**config.mk**
```make
export PLATFORM = sky130hd
export DESIGN_NAME = ticket_mutual_exclusion_node_unit
export DESIGN_NICKNAME = d
export VERILOG_FILES = /design/src/rtl/core/tmx_pkg.sv /design/src/rtl/core/ticket_mutual_exclusion_node_unit.sv /design/src/rtl/core/tmx_ctrl.sv /design/src/rtl/core/tmx_dp.sv
export SDC_FILE = /design/constraint.sdc
export NUM_CORES = 1
export LEC_CHECK = 0
export ABC_AREA = 1
export BUFFER_PORTS_ARGS = -buffer_cell sky130_fd_sc_hd__buf_2
export CAP_MARGIN = 20
export CORE_ASPECT_RATIO = 0.5
export CORE_MARGIN = 8
export CORE_UTILIZATION = 40
export CTS_BUF_LIST = sky130_fd_sc_hd__clkbuf_16
export CTS_CLUSTER_SIZE = 30
export DETAILED_ROUTE_END_ITERATION = 12
export PLACE_DENSITY_LB_ADDON = 0.3
export SLEW_MARGIN = 20
export SYNTH_ARGS = -nofsm -noshare
export SYNTH_HDL_FRONTEND = slang
export SYNTH_SLANG_ARGS = --single-unit
```
**constraint.sdc**
```tcl
create_clock -name clk -period 10.9 [get_ports clk]
set_input_delay 1.635 -clock clk [delete_from_list [all_inputs] [get_ports clk]]
set_output_delay 1.635 -clock clk [all_outputs]
set_load 0.05 [all_outputs]
```
**src/rtl/core/tmx_pkg.sv**
```systemverilog
// Shared types and constants for the ticket mutual exclusion node.
// Used by the controller, the datapath, the top level and the checker.
`default_nettype none

package tmx_pkg;

    // Node ids are four bits, so at most sixteen nodes can be addressed.
    localparam int NODE_W   = 4;
    localparam int MASK_W   = 2 ** NODE_W;
    localparam int CNT_W    = NODE_W + 1;
    localparam int TICKET_W = 16;
    localparam int OP_W     = 2;
    localparam int KIND_W   = 2;
    localparam int DATA_W   = 24;
    localparam int CFG_IDX_W = 1;
    localparam int CFG_W    = 5;

    // Largest node count the design is built for, and the usable cap.
    localparam int MAX_NODES = 16;
    localparam int NODE_CAP  = (MAX_NODES < MASK_W) ? MAX_NODES : MASK_W;

    localparam logic [TICKET_W-1:0] TICKET_MAX = '1;
    localparam logic [CNT_W-1:0]    REPLY_SAT  = '1;

    // Input operation codes.
    localparam logic [OP_W-1:0] OP_LOCAL_REQ    = 2'd0;
    localparam logic [OP_W-1:0] OP_REMOTE_REQ   = 2'd1;
    localparam logic [OP_W-1:0] OP_REMOTE_REPLY = 2'd2;
    localparam logic [OP_W-1:0] OP_RELEASE      = 2'd3;

    // Output message kinds.
    localparam logic [KIND_W-1:0] KIND_REQUEST = 2'd0;
    localparam logic [KIND_W-1:0] KIND_REPLY   = 2'd1;
    localparam logic [KIND_W-1:0] KIND_ENTER   = 2'd2;

    // Configuration register indexes.
    localparam logic [CFG_IDX_W-1:0] CFG_OWN_ID     = 1'd0;
    localparam logic [CFG_IDX_W-1:0] CFG_NODE_COUNT = 1'd1;

    // Commands from the controller to the datapath.
    typedef struct packed {
        logic take_item;
        logic scan_step;
    } tmx_cmd_t;

    // Status from the datapath to the controller.
    typedef struct packed {
        logic out_free;
        logic start_scan;
        logic scan_last;
    } tmx_stat_t;

endpackage

`default_nettype wire

```
**src/rtl/core/ticket_mutual_exclusion_node_unit.sv**
```systemverilog
// Ticket mutual exclusion node, one participant of the distributed protocol.
// An incoming request, reply or release that makes at most one outgoing word is taken one per
// cycle while the output word is consumed. A local request sends one request word to every
// other node of the clamped node count (to all of them when own_id lies outside that count);
// a release sends one reply word per deferred node. Burst words go out one per cycle while the
// output word is consumed. During such a burst the input is stalled: the node scan register
// drains through the single output word register before the next word is taken. Configuration
// goes in through cfg_wr_en/cfg_index/cfg_data; the user writes it only while the node is idle,
// which the block itself does not enforce. Builds on tmx_pkg, tmx_ctrl and tmx_dp.
`default_nettype none

module ticket_mutual_exclusion_node_unit
    import tmx_pkg::*;
(
    input  wire logic                  clk,
    input  wire logic                  rst_n,
    // Configuration write port.
    input  wire logic                  cfg_wr_en,
    input  wire logic [CFG_IDX_W-1:0]  cfg_index,
    input  wire logic [CFG_W-1:0]      cfg_data,
    // Input word stream.
    input  wire logic                  s_tvalid,
    output logic                       s_tready,
    input  wire logic [DATA_W-1:0]     s_tdata,   // [3:0] sender_node, [19:4] ticket_in
    input  wire logic [OP_W-1:0]       s_tuser,   // [1:0] opcode
    // Output word stream.
    output logic                       m_tvalid,
    input  wire logic                  m_tready,
    output logic [DATA_W-1:0]          m_tdata,   // [3:0] dest_node, [19:4] ticket_out
    output logic [KIND_W-1:0]          m_tuser,   // [1:0] msg_kind
    output logic                       m_tlast
);

    tmx_cmd_t              cmd;
    tmx_stat_t             stat;
    logic [NODE_W-1:0]     dest_node;
    logic [TICKET_W-1:0]   ticket_out;

    tmx_ctrl u_ctrl (
        .clk      (clk),
        .rst_n    (rst_n),
        .in_valid (s_tvalid),
        .in_ready (s_tready),
        .stat     (stat),
        .cmd      (cmd)
    );

    tmx_dp u_dp (
        .clk         (clk),
        .rst_n       (rst_n),
        .cfg_wr_en   (cfg_wr_en),
        .cfg_index   (cfg_index),
        .cfg_data    (cfg_data),
        .opcode      (s_tuser),
        .sender_node (s_tdata[NODE_W-1:0]),
        .ticket_in   (s_tdata[NODE_W+TICKET_W-1:NODE_W]),
        .cmd         (cmd),
        .stat        (stat),
        .out_ready   (m_tready),
        .out_valid   (m_tvalid),
        .msg_kind    (m_tuser),
        .dest_node   (dest_node),
        .ticket_out  (ticket_out),
        .last        (m_tlast)
    );

    // Pack the outgoing word, zero filled to whole bytes.
    assign m_tdata = {{(DATA_W - NODE_W - TICKET_W){1'b0}}, ticket_out, dest_node};

endmodule

`default_nettype wire

```
**src/rtl/core/tmx_ctrl.sv**
```systemverilog
// Controller state machine for the ticket mutual exclusion node.
// Depends on tmx_pkg for the command and status structs.
`default_nettype none

module tmx_ctrl
    import tmx_pkg::*;
(
    input  wire logic      clk,
    input  wire logic      rst_n,
    input  wire logic      in_valid,
    output logic           in_ready,
    input  wire tmx_stat_t stat,
    output tmx_cmd_t       cmd
);

    typedef enum logic {
        ST_IDLE,
        ST_SCAN
    } state_t;

    state_t state_reg;
    state_t state_next;

    // A new word is taken only between bursts and when the output stage frees up.
    always_comb
    begin
        in_ready       = (state_reg == ST_IDLE) && stat.out_free;
        cmd.take_item  = in_valid && in_ready;
        cmd.scan_step  = (state_reg == ST_SCAN) && stat.out_free;
    end

    // Next state: enter the scan for a broadcast or release burst, leave on its last word.
    always_comb
    begin
        state_next = state_reg;
        case (state_reg)
            ST_IDLE:
            begin
                if (cmd.take_item && stat.start_scan)
                begin
                    state_next = ST_SCAN;
                end
            end
            ST_SCAN:
            begin
                if (cmd.scan_step && stat.scan_last)
                begin
                    state_next = ST_IDLE;
                end
            end
            default:
            begin
                state_next = ST_IDLE;
            end
        endcase
    end

    always_ff @(posedge clk or negedge rst_n)
    begin
        if (!rst_n)
        begin
            state_reg <= ST_IDLE;
        end
        else
        begin
            state_reg <= state_next;
        end
    end

endmodule

`default_nettype wire

```
**src/rtl/core/tmx_dp.sv**
```systemverilog
// Datapath for the ticket mutual exclusion node: protocol state, the node
// scan register and the output word register. Depends on tmx_pkg.
`default_nettype none

module tmx_dp
    import tmx_pkg::*;
(
    input  wire logic                  clk,
    input  wire logic                  rst_n,
    input  wire logic                  cfg_wr_en,
    input  wire logic [CFG_IDX_W-1:0]  cfg_index,
    input  wire logic [CFG_W-1:0]      cfg_data,
    input  wire logic [OP_W-1:0]       opcode,
    input  wire logic [NODE_W-1:0]     sender_node,
    input  wire logic [TICKET_W-1:0]   ticket_in,
    input  wire tmx_cmd_t              cmd,
    output tmx_stat_t                  stat,
    input  wire logic                  out_ready,
    output logic                       out_valid,
    output logic [KIND_W-1:0]          msg_kind,
    output logic [NODE_W-1:0]          dest_node,
    output logic [TICKET_W-1:0]        ticket_out,
    output logic                       last
);

    // Configuration registers.
    logic [NODE_W-1:0]   own_id_reg;
    logic [CFG_W-1:0]    node_count_reg;

    // Protocol state.
    logic [TICKET_W-1:0] max_seen_reg;
    logic [TICKET_W-1:0] own_ticket_reg;
    logic                wanting_reg;
    logic                in_critical_reg;
    logic [CNT_W-1:0]    reply_count_reg;
    logic [MASK_W-1:0]   deferred_reg;

    // Burst scan: nodes still to be sent a word, with the kind and ticket to use.
    logic [MASK_W-1:0]   scan_mask_reg;
    logic [KIND_W-1:0]   scan_kind_reg;
    logic [TICKET_W-1:0] scan_ticket_reg;

    // Output word register.
    logic                out_valid_reg;
    logic [KIND_W-1:0]   out_kind_reg;
    logic [NODE_W-1:0]   out_dest_reg;
    logic [TICKET_W-1:0] out_ticket_reg;
    logic                out_last_reg;

    logic [CNT_W-1:0]    eff_count;
    logic [CNT_W-1:0]    needed;
    logic [MASK_W-1:0]   me_bit;
    logic [MASK_W-1:0]   bcast_mask;
    logic [MASK_W-1:0]   rel_mask;
    logic                valid_sender;
    logic [TICKET_W-1:0] new_ticket;
    logic [CNT_W-1:0]    count_inc;
    logic                reply_now;
    logic                defer_now;
    logic                grant_now;
    logic [MASK_W-1:0]   scan_clr;
    logic [NODE_W-1:0]   scan_idx;
    logic                start_scan;
    logic                scan_last;
    logic                out_free;

    // Effective node count, clamped to the supported range.
    always_comb
    begin
        if (node_count_reg < CNT_W'(2))
        begin
            eff_count = CNT_W'(2);
        end
        else if (node_count_reg > CNT_W'(NODE_CAP))
        begin
            eff_count = CNT_W'(NODE_CAP);
        end
        else
        begin
            eff_count = node_count_reg;
        end
    end

    // Replies needed, masks of broadcast targets and of deferred nodes to release.
    always_comb
    begin
        needed = ({1'b0, own_id_reg} < eff_count) ? eff_count - CNT_W'(1) : eff_count;
        me_bit = MASK_W'(1) << own_id_reg;
        for (int i = 0; i < MASK_W; i++)
        begin
            bcast_mask[i] = (CNT_W'(i) < eff_count);
        end
        bcast_mask = bcast_mask & ~me_bit;
        rel_mask   = deferred_reg & ~me_bit;
    end

    // Decode of the offered input word.
    always_comb
    begin
        valid_sender = ({1'b0, sender_node} < eff_count) && (sender_node != own_id_reg);
        new_ticket   = (max_seen_reg == TICKET_MAX) ? TICKET_MAX
                                                    : max_seen_reg + TICKET_W'(1);
        count_inc    = (reply_count_reg == REPLY_SAT) ? reply_count_reg
                                                      : reply_count_reg + CNT_W'(1);
        reply_now    = 1'b0;
        defer_now    = 1'b0;
        grant_now    = 1'b0;
        start_scan   = 1'b0;
        case (opcode)
            OP_LOCAL_REQ:
            begin
                start_scan = !wanting_reg && !in_critical_reg;
            end
            OP_REMOTE_REQ:
            begin
                if (valid_sender)
                begin
                    if (!wanting_reg || (ticket_in < own_ticket_reg) ||
                        ((ticket_in == own_ticket_reg) && (sender_node < own_id_reg)))
                    begin
                        reply_now = 1'b1;
                    end
                    else
                    begin
                        defer_now = 1'b1;
                    end
                end
            end
            OP_REMOTE_REPLY:
            begin
                grant_now = valid_sender && wanting_reg && !in_critical_reg &&
                            (count_inc >= needed);
            end
            OP_RELEASE:
            begin
                start_scan = in_critical_reg && (rel_mask != '0);
            end
            default:
            begin
                start_scan = 1'b0;
            end
        endcase
    end

    // Lowest pending node of the scan.
    always_comb
    begin
        scan_idx = '0;
        for (int i = MASK_W - 1; i >= 0; i--)
        begin
            if (scan_mask_reg[i])
            begin
                scan_idx = NODE_W'(i);
            end
        end
        scan_clr  = scan_mask_reg & (scan_mask_reg - MASK_W'(1));
        scan_last = (scan_clr == '0);
        out_free  = !out_valid_reg || out_ready;
    end

    // Status to the controller.
    always_comb
    begin
        stat.out_free   = out_free;
        stat.start_scan = start_scan;
        stat.scan_last  = scan_last;
    end

    // Configuration writes.
    always_ff @(posedge clk or negedge rst_n)
    begin
        if (!rst_n)
        begin
            own_id_reg     <= '0;
            node_count_reg <= CFG_W'(2);
        end
        else if (cfg_wr_en)
        begin
            if (cfg_index == CFG_OWN_ID)
            begin
                own_id_reg <= cfg_data[NODE_W-1:0];
            end
            else if (cfg_index == CFG_NODE_COUNT)
            begin
                node_count_reg <= cfg_data;
            end
        end
    end

    // Protocol state updates on an accepted word.
    always_ff @(posedge clk or negedge rst_n)
    begin
        if (!rst_n)
        begin
            max_seen_reg    <= '0;
            own_ticket_reg  <= '0;
            wanting_reg     <= 1'b0;
            in_critical_reg <= 1'b0;
            reply_count_reg <= '0;
            deferred_reg    <= '0;
        end
        else if (cmd.take_item)
        begin
            case (opcode)
                OP_LOCAL_REQ:
                begin
                    if (!wanting_reg && !in_critical_reg)
                    begin
                        wanting_reg     <= 1'b1;
                        own_ticket_reg  <= new_ticket;
                        reply_count_reg <= '0;
                    end
                end
                OP_REMOTE_REQ:
                begin
                    if (valid_sender && (ticket_in > max_seen_reg))
                    begin
                        max_seen_reg <= ticket_in;
                    end
                    if (defer_now)
                    begin
                        deferred_reg <= deferred_reg | (MASK_W'(1) << sender_node);
                    end
                end
                OP_REMOTE_REPLY:
                begin
                    if (valid_sender && wanting_reg && !in_critical_reg)
                    begin
                        reply_count_reg <= count_inc;
                        if (grant_now)
                        begin
                            in_critical_reg <= 1'b1;
                        end
                    end
                end
                OP_RELEASE:
                begin
                    if (in_critical_reg)
                    begin
                        wanting_reg     <= 1'b0;
                        in_critical_reg <= 1'b0;
                        reply_count_reg <= '0;
                        deferred_reg    <= '0;
                    end
                end
                default:
                begin
                    wanting_reg <= wanting_reg;
                end
            endcase
        end
    end

    // Scan register: loaded when a burst starts, one node cleared per word sent.
    always_ff @(posedge clk)
    begin
        if (cmd.take_item && start_scan)
        begin
            if (opcode == OP_LOCAL_REQ)
            begin
                scan_mask_reg   <= bcast_mask;
                scan_kind_reg   <= KIND_REQUEST;
                scan_ticket_reg <= new_ticket;
            end
            else
            begin
                scan_mask_reg   <= rel_mask;
                scan_kind_reg   <= KIND_REPLY;
                scan_ticket_reg <= '0;
            end
        end
        else if (cmd.scan_step)
        begin
            scan_mask_reg <= scan_clr;
        end
    end

    // Output word register: valid flag.
    always_ff @(posedge clk or negedge rst_n)
    begin
        if (!rst_n)
        begin
            out_valid_reg <= 1'b0;
        end
        else if (cmd.scan_step || (cmd.take_item && (reply_now || grant_now)))
        begin
            out_valid_reg <= 1'b1;
        end
        else if (out_ready)
        begin
            out_valid_reg <= 1'b0;
        end
    end

    // Output word register: payload.
    always_ff @(posedge clk)
    begin
        if (cmd.scan_step)
        begin
            out_kind_reg   <= scan_kind_reg;
            out_dest_reg   <= scan_idx;
            out_ticket_reg <= scan_ticket_reg;
            out_last_reg   <= scan_last;
        end
        else if (cmd.take_item && reply_now)
        begin
            out_kind_reg   <= KIND_REPLY;
            out_dest_reg   <= sender_node;
            out_ticket_reg <= '0;
            out_last_reg   <= 1'b1;
        end
        else if (cmd.take_item && grant_now)
        begin
            out_kind_reg   <= KIND_ENTER;
            out_dest_reg   <= '0;
            out_ticket_reg <= '0;
            out_last_reg   <= 1'b1;
        end
    end

    assign out_valid  = out_valid_reg;
    assign msg_kind   = out_kind_reg;
    assign dest_node  = out_dest_reg;
    assign ticket_out = out_ticket_reg;
    assign last       = out_last_reg;

endmodule

`default_nettype wire

```
; Word-level counts from Yosys, hierarchy flattened
; Index checks and enable logic that the tools add are counted.
[op_classes]
n_eq_ne = 12
n_addsub = 4
bitwise = 7
mul = 0
n_reduce_logical = 42
n_mux = 63
order_cmp = 24
shifts = 2
n_div = 0
[op_table]
columns = cell, n
row1 = $mux W16, 9
row2 = $mux W4, 19
row3 = $and A16 B16 Y16, 3
row4 = $lt A4 B5 Y1 const A, 8
row5 = $mux W5, 7
row6 = $pmux W16 S2, 1
row7 = $shl A1 B4 Y16 const A, 2
row8 = $lt A3 B5 Y1 const A, 4
row9 = $mux W1, 19
row10 = $add A16 B1 Y16 const B, 1
row11 = $eq A16 B16 Y1, 1
row12 = $eq A16 B16 Y1 const B, 1
row13 = $gt A16 B16 Y1, 1
row14 = $logic_and A1 B1 Y1, 16
row15 = $logic_not A16 Y1, 1
row16 = $lt A16 B16 Y1, 1
row17 = $not A16 Y16, 1
row18 = $or A16 B16 Y16, 1
row19 = $reduce_bool A16 Y1, 1
row20 = $sub A16 B1 Y16 const B, 1
row21 = $pmux W5 S3, 1
row22 = $reduce_and A4 Y1, 3
row23 = $lt A1 B5 Y1 const A, 2
row24 = $lt A2 B5 Y1 const A, 2
row25 = 23 further kinds, 48
[word_totals]
inputBits = 37
latch_bits = 0
output_inout_bits = 29
rom_bits = 0
ff_bits = 123
elab_cells = 171
ramBits = 0
memories = 0

; Depth between registers and ports, before layout
[depth]
ltp_word = 17
mapped_depth = 24
mapped_depth_nobuf = 24

; By module
; A second synthesis with hierarchy kept.
[hier_totals]
hier_cells = 985
hier_area_um2 = 7875.1
[by_module_without_submodules]
columns = mod, seq_area_each_um2, area_per_inst_um2, cells_each, n_inst
row1 = tmx_dp, 3309.4, 7773.7, 969, 1
row2 = tmx_ctrl, 25.0, 67.6, 11, 1
row3 = ticket_mutual_exclusion_node_unit, 0.0, 33.8, 5, 1

; Worst setup path after synthesis
; Ideal clock, no wire load.
[synth_path]
kind = input -> register
start = in s_tdata[0]
end = reg u_dp.out_dest_reg[0], in the netlist u_dp.dest_node[0], enable pin
path_stages = 10
setup_time_ns = 0.380
n_path_buf = 1
required_ns = 10.520
arrival_time_ns = 3.642
path_slack_ns = 6.878
cell_sequence = clkbuf_1 > clkinv_1 > ha_1 > a21oi_2 > nand2_2 > nor2_2 > nand3_1 > nand2_1 > inv_1 > nand2_1
[synth_between]
elab_chain_cells = 8
word_cells_on_any_way = 16
cone_classes = order compare (2) / eq/ne (1) / mux (4) / reduce/logical (9)
[synth_rtl]
columns = element, line_no
row1 = "start, declared", ticket_mutual_exclusion_node_unit.sv:24  ; input wire logic [DATA_W-1:0] s_tdata,
row2 = "$lt A4 B4 Y1, or another cell as far along", tmx_dp.sv:119  ; ((ticket_in == own_ticket_reg) && (sender_node < own_id_reg)))
row3 = $logic_and A1 B1 Y1 (on tied branches), "tmx_dp.sv:119, tmx_dp.sv:100"
row4 = $logic_or A1 B1 Y1 / $logic_and A1 B1 Y1 (equally long branches), "tmx_dp.sv:118, tmx_dp.sv:131"
row5 = $mux W1 / $logic_and A1 B1 Y1 (equally long branches), "tmx_dp.sv:118, tmx_dp.sv:131"
row6 = $mux W1 / $logic_and A1 B1 Y1 (equally long branches), "tmx_dp.sv:116, tmx_dp.sv:131"
row7 = $mux W1, tmx_dp.sv:109  ; case (opcode)
row8 = $logic_and A1 B1 Y1 (on tied branches), "tmx_dp.sv:305, tmx_dp.sv:312"
row9 = $reduce_bool A3 Y1 (no source line) (*), --
row10 = "end signal, assigned", tmx_dp.sv:301  ; out_dest_reg <= scan_idx;
row11 = "end signal, assigned", tmx_dp.sv:308  ; out_dest_reg <= sender_node;
row12 = "end, declared", tmx_dp.sv:46  ; logic [NODE_W-1:0] out_dest_reg;
; Every way passes the cells marked *; elsewhere a longest branch is shown, timed or not.
; A chain may end at the register's enable or synchronous reset.

; Final worst setup path
[layout_path]
start = reg u_dp.node_count_reg[4]
end = reg u_dp.out_ticket_reg[15], in the netlist u_dp.ticket_out[15], enable pin
[layout_between]
elab_chain_cells = 11
word_cells_on_any_way = 19
cone_classes = add/sub (1) / order compare (5) / mux (6) / reduce/logical (7)
[layout_rtl]
columns = element, line_no
row1 = "start, declared", tmx_dp.sv:28  ; logic [CFG_W-1:0] node_count_reg;
row2 = "start signal, assigned", tmx_dp.sv:185  ; node_count_reg <= cfg_data;
row3 = $gt A5 B5 Y1, tmx_dp.sv:74  ; else if (node_count_reg > CNT_W'(NODE_CAP))
row4 = $mux W5, tmx_dp.sv:74
row5 = $mux W5 (*), tmx_dp.sv:70  ; if (node_count_reg < CNT_W'(2))
row6 = "parallel branches: the longest is 7 deep, another holds $sub A5 B1 Y5", --
row7 = $reduce_bool A3 Y1 (no source line) (*), --
row8 = "end signal, assigned", tmx_dp.sv:302  ; out_ticket_reg <= scan_ticket_reg;
row9 = "end, declared", tmx_dp.sv:47  ; logic [TICKET_W-1:0] out_ticket_reg;
; Mark *: on every way between the ends.

==> metrics list <==
- The H-tree was split into 4 levels.
- The critical path in this run is classified as register to register.
- For this run, the total global-route usage over all layers was measured as 17.0%.
- Hold-fix buffers at CTS: 0
- Number of gates resized after cts: 0
- The die is approximately 220 µm wide.
- The floorplan step defined a die boundary enclosing 25000 µm².
* Maximum number of pins on one net before global-route repair: 67
* Mapped Cells: between 1000 and 1500
- The initial utilization of the core area, before any placement, comes to slightly above 40%.
- Commonest cells after routing, fill and taps aside: 234 x sky130_fd_sc_hd__nand2_1, 163 x sky130_fd_sc_hd__inv_1, 85 x sky130_fd_sc_hd__nor2_1
- Num CTS Buffers: 17
- The number of global-route vias before repair came to around 6800.
- The clock passes through at most 2 buffers.
- Worst Hold Launch: u_dp.deferred_reg[5]$_DFFE_PN0P_
- The post-route netlist has between 10 and 15% of its cells at a drive strength greater than 1.
- The number of slew-limit violations in the final report was 0.
- In the post-route analysis, the smallest setup slack over all paths is 6120 ps.
- In the final routed layout, each cell accounts on average for approximately 15 µm.
* Clock sink count: ~120
- Sequential cell area fraction in the yosys report: a little over two fifths
* Internal reg-to-reg setup slack: slightly above 6000 ps
- The worst path uses between 40% and 50% of the clock period.
* Hold path endpoint: u_dp.deferred_reg[5]$_DFFE_PN0P_
- EDFF count, synth: 56
- Post-synthesis sequential element count: roughly 120
* Top cells by area in the synthesized netlist: sky130_fd_sc_hd__edfxtp_1 21%, sky130_fd_sc_hd__dfrtp_1 20%, sky130_fd_sc_hd__nand2_1 11%
- Input/output buffers: 57
- Synthesized area: about 8000 µm²
- The sequential cells in the finished layout cover a total of roughly 3300 µm².
- Iteration count of the initial detailed-routing pass: 5
- Antenna violations before repair: 0
* Count of warnings emitted by yosys: 0
* Total Negative Setup Slacks: 0 ps
- Summing all multi-input logic gate instances after layout gives 3780 µm².
- The analysis attributes to net switching a power of about 930 µW.
- Of the total power, combinational logic draws 38.1%.
* TritonCTS clock tree: built
- Clock tree skew after final layout: around 10 ps
* Arrival time at the worst endpoint: around 4700 ps
- Of the total power, registers draw 35.5%.
- STA puts the critical path data required time at between 10000 and 15000 ps.
* Core outline area: approximately 20000 µm²
- Drt total wl: slightly above 20 mm
- Number of hold violations in the final report: 0
- The final route contains approximately 6800 vias.
* Worst Path Max Fanout: 23
- Vias per Instance: 5.07
* Post-CTS Setup Repair Bufs: 0
- Setup repair after global routing left no endpoint under its margin.
- At the pin with the least slew margin, the transition time is ~1100 ps.
* CP Launch Point: u_dp.node_count_reg[4]$_DFFE_PN0P_
- Switching Fraction: 42.6%
- Post-synthesis cell type with the largest combined area: sky130_fd_sc_hd__edfxtp_1
- Root cell of the clock tree: sky130_fd_sc_hd__clkbuf_16
* Count of unique library cells instantiated by Yosys: 55
* Number of top-level design ports: 66
- Setup slack at placement: about 6000 ps
- DRC violations left: 0
- Remaining Overflow, GRT: 0
- Wire length of the first global-routing pass: 34.2 mm
- STA classifies the critical path endpoint as a register.
- Run status: finished, final reports clean
- Derived from the worst setup path, the maximum achievable clock frequency is approximately 0.21 GHz.
- Clock-pin slew on the worst setup and hold paths: ~60 ps
- Worst voltage drop across the vdd grid: 117 µV
- The HPWL after detailed placement is about 15 mm.
- Detail Route Antenna Nets: 0
* Ant diodes: 0
- Headroom to the max-slew limit came out at 29.5%.
* Cell internal pwr: around 1300 µW
* Reg2Reg Depth: 23
- Power density cells: 243 nW/µm²
- Startpoint of the worst register-to-register path: u_dp.node_count_reg[4]$_DFFE_PN0P_
* Cell depth of the worst hold path: 2
- The area growth from synthesis to layout is 12.9%.
- The worst setup path is launched from a register.
- Total number of nets in the final design: approximately 1200
* Most common cell after layout, fill and taps aside: sky130_fd_sc_hd__nand2_1
* Synthesized area divided by synthesized cell count: just under 8 µm²
- Max-cap violations in this run came to 0.
* Global placement routability congestion: about 0.90
- The endpoint identified for the worst register-to-register timing path is u_dp.ticket_out[15]$_SDFFCE_PN0P_.
- After layout, the minimum clock period comes to roughly 4800 ps.
* Layout fillers: 1901
* Floorplan row count: 36
* Share of the synthesized area in the top cell type: about a fifth
- The share of total power dissipated in the clock network is about a quarter.
- Summed over all cells, the static leakage comes to about 0.0044 µW.
- The later pin in the worst-skew pair is clocked with a latency of 430 ps.
- From bottom edge to top edge, the die measures between 100 and 150 µm.
- For this block, the initial DRC count from the detailed router was 411.
- Async set-reset flop share out of synthesis: a little over half
- Path type of the worst min-delay path: register to register
- The most used flip-flop cell after synthesis is sky130_fd_sc_hd__dfrtp_1.
- Final Setup Violations: 0
-- layer usage --
metal	vias to the layer above	routed length [µm]	GRT usage (%)
met1	3211	9520	21.1
met2	148	9820	29.4
met5	-	0	0
met3	30	836	2.87
li1	3416	-	-
met4	0	416	7.58
-- how the worst max path moves through the flow --
stage | to | slack, ps
finish | u_dp.ticket_out[15]$_SDFFCE_PN0P_ | 6120
global route | u_dp.msg_kind[0]$_DFFE_PP_ | 5670
CTS | u_dp.ticket_out[8]$_SDFFCE_PN0P_ | 6140
detailed placement | u_dp.ticket_out[9]$_SDFFCE_PN0P_ | 6040
global placement | u_dp.ticket_out[11]$_SDFFCE_PN0P_ | 6060
floorplan | u_dp.dest_node[0]$_DFFE_PP_ | 6880
-- per-stage QoR --
stage / hold WS, ps / util, % / instances / instance area [µm²] / power, µW
floorplan: 442 / - / 1021 / 7980 / 1400
global placement: 456 / 43.1 / 1311 / 8400 / 1590
detailed placement: 472 / 43.1 / 1311 / 8400 / 1620
CTS: 486 / 46.1 / 1343 / 8990 / 2200
global route: 510 / 46.1 / 1343 / 8990 / 2350
finish: 483 / 46.1 / 1343 / 8990 / 2190
-- synthesized netlist by cell type (3+ instances only) --
library cell / instances
sky130_fd_sc_hd__buf_4: 8
sky130_fd_sc_hd__buf_6: 4
sky130_fd_sc_hd__edfxtp_1: 56
sky130_fd_sc_hd__nand4_1: 34
sky130_fd_sc_hd__nor3_1: 8
sky130_fd_sc_hd__o22ai_1: 5
sky130_fd_sc_hd__inv_1: 162
sky130_fd_sc_hd__clkbuf_1: 15
sky130_fd_sc_hd__nor2_2: 8
sky130_fd_sc_hd__o21ai_0: 57
sky130_fd_sc_hd__nand2_2: 6
sky130_fd_sc_hd__nand2_1: 234
sky130_fd_sc_hd__buf_2: 6
sky130_fd_sc_hd__nor2_1: 85
sky130_fd_sc_hd__nand3b_1: 3
sky130_fd_sc_hd__clkinv_1: 4
sky130_fd_sc_hd__nand3_2: 7
sky130_fd_sc_hd__inv_2: 3
sky130_fd_sc_hd__a21oi_1: 48
sky130_fd_sc_hd__dfrtp_1: 65
sky130_fd_sc_hd__xor2_1: 10
sky130_fd_sc_hd__nor3_2: 3
sky130_fd_sc_hd__nand3_1: 63
sky130_fd_sc_hd__o21ai_1: 26
sky130_fd_sc_hd__nor2_4: 3
sky130_fd_sc_hd__o211ai_1: 3
sky130_fd_sc_hd__ha_1: 55
sky130_fd_sc_hd__a21boi_1: 3
sky130_fd_sc_hd__o21ai_2: 3
-- final cells by class --
class / instances / area share, %
sequential: 122 / 37.1
multi-input combinational: 692 / 42.1
tap: 266 / 3.70
timing repair buffer: 59 / 3.34
inverter: 172 / 7.24
clock buffer: 17 / 4.73
clock inverter: 15 / 1.82
-- logic make-up after synthesis --
logic type      after synthesis  synth area share, %
xor+xnor                     11                 1.21
compound gates              161                 11.2
buf+inv                     207                 10.8
fa+ha+maj                    55                 8.64
other cells                   1               0.0471
flops                       122                 41.9
simple gates                461                 26.2
-- worst max-delay path: stages (launching register included) --
cell	delay [ps]
sky130_fd_sc_hd__dfrtp_1	530
sky130_fd_sc_hd__inv_2	150
sky130_fd_sc_hd__nand2_1	140
sky130_fd_sc_hd__inv_1	140
sky130_fd_sc_hd__nand2_1	160
sky130_fd_sc_hd__o21ai_0	200
sky130_fd_sc_hd__inv_1	220
sky130_fd_sc_hd__ha_1	230
sky130_fd_sc_hd__a21o_1	150
sky130_fd_sc_hd__a22oi_1	150
sky130_fd_sc_hd__nand2_1	130
sky130_fd_sc_hd__inv_1	120
sky130_fd_sc_hd__nand2_1	80
sky130_fd_sc_hd__xor2_1	130
sky130_fd_sc_hd__inv_1	60
sky130_fd_sc_hd__ha_1	310
sky130_fd_sc_hd__nand2_1	70
sky130_fd_sc_hd__inv_1	30
sky130_fd_sc_hd__o21ai_0	150
sky130_fd_sc_hd__o211ai_1	110
sky130_fd_sc_hd__a21oi_1	140
sky130_fd_sc_hd__nor2_1	70
sky130_fd_sc_hd__nand3_1	150
sky130_fd_sc_hd__nand2_1	650
-- power groups by stage --
| stage | Combinational, µW | Sequential (µW) | Clock [µW] |
|---|---|---|---|
| after CTS | 838 | 775 | 584 |
| after global placement | 810 | 780 | 0 |
| after global routing | 949 | 797 | 604 |
| after detailed placement | 834 | 782 | 0 |
| final | 833 | 776 | 579 |
| after floorplan | 531 | 871 | 0 |
Note: power is estimated with default switching activity, not from simulation.
